$ cat src/rtl/core/spa_pkg.sv
// Shared types and constants of the slot pool page allocator.
// No dependencies.
`default_nettype none
package spa_pkg;

  localparam int SPA_MAX_SLOTS = 256;
  localparam int CW            = 9;   // counts: live, free stack depth, bump
  localparam int NW            = 8;   // slot number
  localparam int AW            = 32;  // byte address
  localparam int SW            = 17;  // slot stride in bytes
  localparam int RW            = SW + NW; // remainder during address lookup
  localparam int CFG_IW        = 2;

  localparam logic [CFG_IW-1:0] REG_PAGE_BASE = 2'd0;
  localparam logic [CFG_IW-1:0] REG_ITEM_SIZE = 2'd1;
  localparam logic [CFG_IW-1:0] REG_ALIGN     = 2'd2;
  localparam logic [CFG_IW-1:0] REG_CAPACITY  = 2'd3;

  typedef enum logic [3:0] {
    OP_ALLOC       = 4'd0,
    OP_FREE_ADDR   = 4'd1,
    OP_FREE_INDEX  = 4'd2,
    OP_GET         = 4'd3,
    OP_INDEX_OF    = 4'd4,
    OP_MARK        = 4'd5,
    OP_SWEEP       = 4'd6,
    OP_FREE_MARKED = 4'd7,
    OP_RESET       = 4'd8,
    OP_INFO        = 4'd9
  } op_t;

  typedef enum logic [2:0] {
    ST_OK        = 3'd0,
    ST_FULL      = 3'd1,
    ST_BAD_ADDR  = 3'd2,
    ST_NOT_ALLOC = 3'd3,
    ST_RANGE     = 3'd4
  } status_t;

  typedef struct packed {
    logic latch;
    logic dispatch;
    logic div_step;
    logic exec;
    logic mul;
    logic sweep_step;
    logic finish;
  } spa_cmd_t;

  typedef struct packed {
    logic [3:0] op;
    logic       div_last;
    logic       sweep_done;
  } spa_stat_t;

endpackage
`default_nettype wire

$ cat src/rtl/core/spa_ctrl.sv
// Sequencer of the slot pool page allocator: steps one operation through
// dispatch, lookup division, execution, address multiply or sweep. Uses spa_pkg.
`default_nettype none
module spa_ctrl
  import spa_pkg::*;
(
  input  wire logic      clk,
  input  wire logic      rst_n,
  input  wire logic      start,
  output logic           busy,
  input  wire spa_stat_t stat,
  output spa_cmd_t       cmd
);

  typedef enum logic [2:0] {
    S_IDLE, S_DISPATCH, S_DIV, S_EXEC, S_MUL, S_SWEEP, S_FIN
  } state_t;

  state_t state_r, state_nxt;

  always_comb begin
    state_nxt = state_r;
    cmd       = '0;
    case (state_r)
      S_IDLE: begin
        if (start) begin
          cmd.latch = 1'b1;
          state_nxt = S_DISPATCH;
        end
      end
      S_DISPATCH: begin
        cmd.dispatch = 1'b1;
        case (stat.op) inside
          OP_FREE_ADDR, OP_INDEX_OF, OP_MARK: state_nxt = S_DIV;
          OP_SWEEP, OP_FREE_MARKED:           state_nxt = S_SWEEP;
          default:                            state_nxt = S_EXEC;
        endcase
      end
      S_DIV: begin
        cmd.div_step = 1'b1;
        if (stat.div_last) begin
          state_nxt = S_EXEC;
        end
      end
      S_EXEC: begin
        cmd.exec  = 1'b1;
        state_nxt = S_MUL;
      end
      S_MUL: begin
        cmd.mul   = 1'b1;
        state_nxt = S_FIN;
      end
      S_SWEEP: begin
        if (stat.sweep_done) begin
          state_nxt = S_FIN;
        end else begin
          cmd.sweep_step = 1'b1;
        end
      end
      S_FIN: begin
        cmd.finish = 1'b1;
        state_nxt  = S_IDLE;
      end
      default: state_nxt = S_IDLE;
    endcase
  end

  always_ff @(posedge clk) begin
    if (!rst_n) begin
      state_r <= S_IDLE;
    end else begin
      state_r <= state_nxt;
    end
  end

  assign busy = (state_r != S_IDLE);

  a_accept_busy: assert property (@(posedge clk) disable iff (!rst_n)
    start && !busy |=> busy && state_r == S_DISPATCH)
    else $error("accepted word did not enter dispatch");

  a_fin_idle: assert property (@(posedge clk) disable iff (!rst_n)
    state_r == S_FIN |=> !busy)
    else $error("controller did not return to idle after finish");

endmodule
`default_nettype wire

$ cat config.mk
export PLATFORM = sky130hd
export DESIGN_NAME = spa_ctrl
export DESIGN_NICKNAME = d
export VERILOG_FILES = /design/src/rtl/core/spa_pkg.sv /design/src/rtl/core/spa_ctrl.sv
export SDC_FILE = /design/constraint.sdc
export NUM_CORES = 1
export LEC_CHECK = 0
export BUFFER_PORTS_ARGS = -buffer_cell sky130_fd_sc_hd__buf_2
export CAP_MARGIN = 0
export CORE_AREA = 2 2 39 41
export DETAILED_ROUTE_END_ITERATION = 10
export DIE_AREA = 0 0 41 43
export GPL_TIMING_DRIVEN = 0
export PLACE_DENSITY = 0.54
export SLEW_MARGIN = 20
export SYNTH_ARGS = -nofsm -noshare
export SYNTH_HDL_FRONTEND = slang
export SYNTH_SLANG_ARGS = --single-unit
$ cat constraint.sdc
create_clock -name clk -period 1.3 [get_ports clk]
set_clock_uncertainty 0.15 [all_clocks]
set_input_delay 0.26 -clock clk [delete_from_list [all_inputs] [get_ports clk]]
set_output_delay 0.26 -clock clk [all_outputs]
set_load 0.02 [all_outputs]
==> out/results.ini, run 1 <==
[global_route]
grt_first_pass_wirelength_um=1190
grt_max_degree=10
grt_antenna_before_repair=0
grt_overflow=0
grt_usage_pct=10.3
grt_pass1_vias=294

[placement]
port_buffers=16
routabilityCongestion=0.786

[pwr]
leakagePower_nw=0.223
peakVddDrop_mv=0.436
power_w=0.000624
powerDensity_nw_per_um2=1360

[sta]
rsz0062_at_grt=yes
fin_hold_ws_ns=0.123
slew_headroom_pct=86.4
finalCritPeriodShare_pct=119
hold_violations=0
slew_violations=0
fin_ws_ns=-0.247
fin_crit_ns=1.55
fmax_mhz=647
tightest_slew_ns=0.202
setup_viol=8

[routing]
route.detailed.drc=0
ant_nets=0
firstDrtPassIters=2
avgRoutedWirePerCell_um=10.1
dr_total_vias=289
drtIter0Drc=1
viasPerCell=4.19
wl_um=696

[finish]
reg_top3=state_r: 3 flops
largest_reg_flops=3
fill_cells=147
n_antenna_cell=0
multi_input_area_um2=189
area_growth_pct=90.6
nNetsFinal=63
top_register=state_r
drive_above_1_share_pct=64.2
seqCellArea_um2=68.8

[die]
initial_core_util_pct=17.4
pin_count=17
coreArea_um2=1380
dieArea_um2=1760
rows=14
fp.dieW_um=41
die_y_um=43

[run_status]
outcome=finished, violations left
violations=setup timing

[worst_setup_path]
path_class=flip-flop to output port
required_ns=0.89
startpoint_type=flip-flop
arrival_ns=1.14
setup.worst_path.end_class=output port
critPathMaxFanout=5

[cts]
clk_latency_ns=0.23
clock_sinks=3
h-tree-depth=1
clk_pin_slew_worst_paths_ns=0.04
cts_made_buffers=3
root_buffer=clkbuf_4
cts_buffer_depth=2
cts_tree=yes

[logic_synthesis]
yosys_warnings=0
synth_cell_types=20
syn_inst=30
avgSynthCellArea_um2=8.01
ys_ff_latch=3
syn_area_um2=240
synth.net_count=39
yosysSeqAreaShare_pct=25.0

[worst_hold_path]
worst_hold_path_type=primary input to flip-flop

[run]
drv_cap=0

## per-layer routing
| layer | track usage, % | part of all wire [%] |
|---|---|---|
| met2 | 13.1 | 44 |
| met1 | 13.7 | 47 |
| met3 | 6.28 | 9.2 |
| met5 | 0 | 0 |
| met4 | 4.00 | 0 |
## stage by stage
step	worst slack [ns]	instances	utilization [%]	area (um^2)	TNS (ns)
finish	-0.247	69	33.1	458	-1.45
global route	-0.293	69	33.1	458	-1.95
CTS	-0.253	67	30.7	424	-1.54
detailed placement	-0.103	62	25.0	345	-0.218
global placement	-0.108	62	25.0	345	-0.221
floorplan	0.00337	30	-	245	0
## area by class of cell
cell class	count	share of cell area (%)
buffer	1	2.46
sequential	3	15.0
multi-input combinational	25	41.3
tap	16	4.37
timing repair buffer	20	31.1
clock buffer	4	5.74
## cell usage after synthesis
| master | instances | area share (%) |
|---|---|---|
| nand2_1 | 4 | 6.2 |
| nor2_1 | 4 | 6.2 |
| dfxtp_1 | 3 | 25 |
| nand2b_1 | 2 | 5.2 |
| nor3b_2 | 2 | 10 |
| a211oi_1 | 1 | 3.1 |
| a21boi_1 | 1 | 3.1 |
| a22oi_1 | 1 | 3.1 |
| and2_1 | 1 | 2.6 |
| and2b_1 | 1 | 3.1 |
| and3b_1 | 1 | 3.6 |
| buf_4 | 1 | 3.1 |
| buf_6 | 1 | 4.7 |
| nand3_1 | 1 | 2.1 |
| nand3b_1 | 1 | 3.1 |
| nor2b_1 | 1 | 2.6 |
| nor3_1 | 1 | 2.1 |
| o311a_1 | 1 | 4.2 |
| o31a_1 | 1 | 3.6 |
| or3_1 | 1 | 2.6 |
## critical path: stages (launching register included)
cell,delay [ns]
dfxtp_2,0.32
buf_6,0.12
or3_4,0.32
buf_6,0.14
## worst paths after layout
check | end | depth (start not counted) | slack, ns | start
worst min register to register | state_r[2] | 2 | 0.46 | state_r[0]
worst max register to register | state_r[0] | 5 | 0.05 | state_r[1]
worst min-delay path | state_r[0] | 2 | 0.12 | rst_n
worst max-delay path | busy | 3 | -0.25 | state_r[1]
## where the power goes
group          switching (W)  leakage (nW)  internal [W]
Combinational       0.000137         0.182      0.000176
Sequential         0.0000319        0.0264      0.000113
Clock              0.0000509        0.0150      0.000115
Total               0.000219         0.223      0.000404
## placed cells by master, fill, tap and decap left out, drive strengths merged
master	n
buf	21
nand2	4
nor2	4
clkbuf	4
dfxtp	3
nor3b	2
nand2b	2
and2	1
and3b	1
or3	1
nor2b	1
and2b	1
nor3	1
nand3b	1
a22oi	1
a21boi	1
o31a	1
nand3	1
o311a	1
a211oi	1
## kinds of logic (layout without fill, tap and decap cells)
| family | after synthesis | count (layout) | synth area share (%) |
|---|---|---|---|
| flip-flops | 3 | 3 | 25.0 |
| AO/OA/AOI/OAI | 5 | 5 | 17.2 |
| buffers and inverters | 2 | 25 | 7.81 |
| AND/OR/NAND/NOR | 20 | 20 | 50.0 |
## repair_timing
action / 4_1_cts / 5_1_grt
hold endpoints to repair: 0 / 0
gates resized for setup: 18 / 5
cloned: 1 / 0
endpoints found under the setup margin: 8 / 9
hold buffers: 0 / 0
pin swaps: 1 / 0
setup buffers: 1 / 2
No activity file was read; power rests on OpenSTA's default activity.
==> run 2: changes to the inputs <==
- clock period: 1.3 -> 1.8 ns (I/O delays scaled with it)
==> out/results.ini, run 2 (synthesized netlist as in run 1, its figures left out) <==
[cts]
cts_buffer_depth=2  ; unchanged
clock_sinks=3  ; unchanged
cts_made_buffers=3  ; unchanged
cts_tree=yes  ; unchanged
h-tree-depth=1  ; unchanged
root_buffer=clkbuf_4  ; unchanged
clk_latency_ns=0.24  ; was 0.23 ns
clk_pin_slew_worst_paths_ns=0.04  ; about the same

[global_route]
busiest_layer=met1  ; unchanged
grt_use_met2_pct=9.06  ; was 13.1%
use_met3_pct=4.71  ; was 6.28%
grt_pass1_vias=231  ; was 294
grtUsageMet1_pct=12.8  ; was 13.7%
grt_first_pass_wirelength_um=1020  ; was 1190 um
grt_antenna_before_repair=0  ; unchanged
grt_overflow=0  ; unchanged
grt_usage_pct=9.03  ; was 10.3%
grt_max_degree=11  ; was 10

[routing]
viasPerCell=4.39  ; was 4.19
drtIter0Drc=7  ; was 1
dr_total_vias=290  ; was 289
firstDrtPassIters=4  ; was 2
route.detailed.drc=0  ; unchanged
avgRoutedWirePerCell_um=9.23  ; was 10.1 um
wl_um=609  ; was 696 um
ant_nets=0  ; unchanged

[finish]
mostFrequentLayoutCells=16 x buf_2, 4 x nand2_1, 3 x nor2_1, 3 x clkbuf_4, 3 x dfxtp_1  ; was 9 x buf_2, 7 x buf_4, 5 x buf_6, 4 x nand2_1
layout_commonest_cell=buf_2  ; unchanged
nNetsFinal=60  ; was 63
reg_top3=state_r: 3 flops  ; unchanged
utilization_pct=26.7  ; was 33.1%
drive_above_1_share_pct=48.0  ; was 64.2%
top_register=state_r  ; unchanged
largest_reg_flops=3  ; unchanged
n_antenna_cell=0  ; unchanged
area_growth_pct=53.6  ; was 90.6%

[worst_setup_path]
arrival_ns=1.23  ; was 1.14 ns
crit_buf_inv=1  ; was 2
required_ns=1.29  ; was 0.89 ns
cpPeakStageDelay_ns=0.46  ; was 0.32 ns
startpoint_type=flip-flop  ; unchanged
critPathMaxFanout=8  ; was 5
path_class=flip-flop to output port  ; unchanged
crit_family=flip-flops  ; unchanged
crit_chain=nand2b_1, nor3b_2, buf_2  ; was buf_6, or3_4, buf_6
cp_slowest_cell=dfxtp_1  ; was dfxtp_2
setup.worst_path.end_class=output port  ; unchanged

[die]
die_y_um=43  ; unchanged
dieArea_um2=1760  ; unchanged
rows=14  ; unchanged
coreArea_um2=1380  ; unchanged
initial_core_util_pct=17.4  ; unchanged
pin_count=17  ; unchanged
fp.dieW_um=41  ; unchanged

[run]
drv_cap=0  ; unchanged

[pwr]
peakVddDrop_mv=0.258  ; was 0.436 mV
p_clk_share_pct=33.0  ; was 26.6%
p_seq_share_pct=24.4  ; was 23.2%
power_switching_w=0.000139  ; was 0.000219 W
power.internal_w=0.000230  ; was 0.000404 W
p_sw_share_pct=37.7  ; was 35.2%
powerDensity_nw_per_um2=1000  ; was 1360 nW/um^2
leakagePower_nw=0.190  ; was 0.223 nW
p_comb_share_pct=42.6  ; was 50.2%

[sta]
setup_viol=0  ; was 8
tns_ns=0  ; was -1.45 ns
finalCritPeriodShare_pct=96.9
fin_crit_ns=1.74
slew_violations=0  ; unchanged
rsz0062_at_grt=no  ; was yes
tightest_slew_ns=0.260  ; was 0.202 ns
fin_ws_ns=0.0562  ; was -0.247 ns
slew_headroom_pct=82.6  ; was 86.4%
fmax_mhz=573
hold_violations=0  ; unchanged

[run_status]
outcome=complete, no violations  ; was finished, violations left

[placement]
post-place-ws_ns=0.276  ; was -0.103 ns
routabilityCongestion=0.743  ; was 0.786
place.detailed.hpwl_um=474
port_buffers=16  ; unchanged

[worst_hold_path]
worst_hold_path_type=primary input to flip-flop  ; unchanged

-- run 2: final timing paths --
check / endpoint / from / depth (start not counted) / slack [ns]
hold reg to reg: state_r[1] / state_r[1] / 3 / 0.48
hold / removal: state_r[0] / rst_n / 2 / 0.23
setup / recovery: cmd[1] / state_r[0] / 3 / 0.06
setup reg to reg: state_r[0] / state_r[1] / 4 / 0.62
-- run 2: final cells by class --
type	instances	area (um^2)
timing repair buffer	16	80.1
multi-input combinational	25	164
clock buffer	4	26.3
tap	16	20.0
buffer	2	18.8
sequential	3	60.1
fill	165	1010
-- run 2: routing by layer --
layer / routed length, um / up-vias
met4: 0 / 0
met3: 83 / 0
met1: 265 / 123
met2: 260 / 21
met5: 0 / -
li1: - / 146
-- run 2: power by group through the flow --
stage	Sequential, W	Clock, W	Combinational, W
4_1_cts	0.0000892	0.000127	0.000159
2_1_floorplan	0.0000871	0	0.000115
3_5_place_dp	0.0000904	0	0.000158
3_3_place_gp	0.0000900	0	0.000158
5_1_grt	0.0000920	0.000140	0.000176
6_report	0.0000900	0.000122	0.000157
-- run 2: per-stage QoR --
stage	hold slack [ns]	cells	total power [W]	cell area (um^2)
6_report	0.228	66	0.000369	369
5_1_grt	0.229	66	0.000408	369
4_1_cts	0.220	66	0.000375	367
3_5_place_dp	0.478	62	0.000249	340
3_3_place_gp	0.474	62	0.000248	340
2_1_floorplan	0.336	30	0.000203	240
-- run 2: timing repair --
action                                  CTS  global route
endpoints found under the setup margin    0             1
hold buffers                              0             0
buffers inserted                          0             0
gates resized for setup                   0             1
-- run 2: worst register-to-register path: stages (launching register included) --
cell and delay (ns):
dfxtp_1 0.32, buf_4 0.16, nor2_1 0.06, o31a_1 0.10, o311a_1 0.28
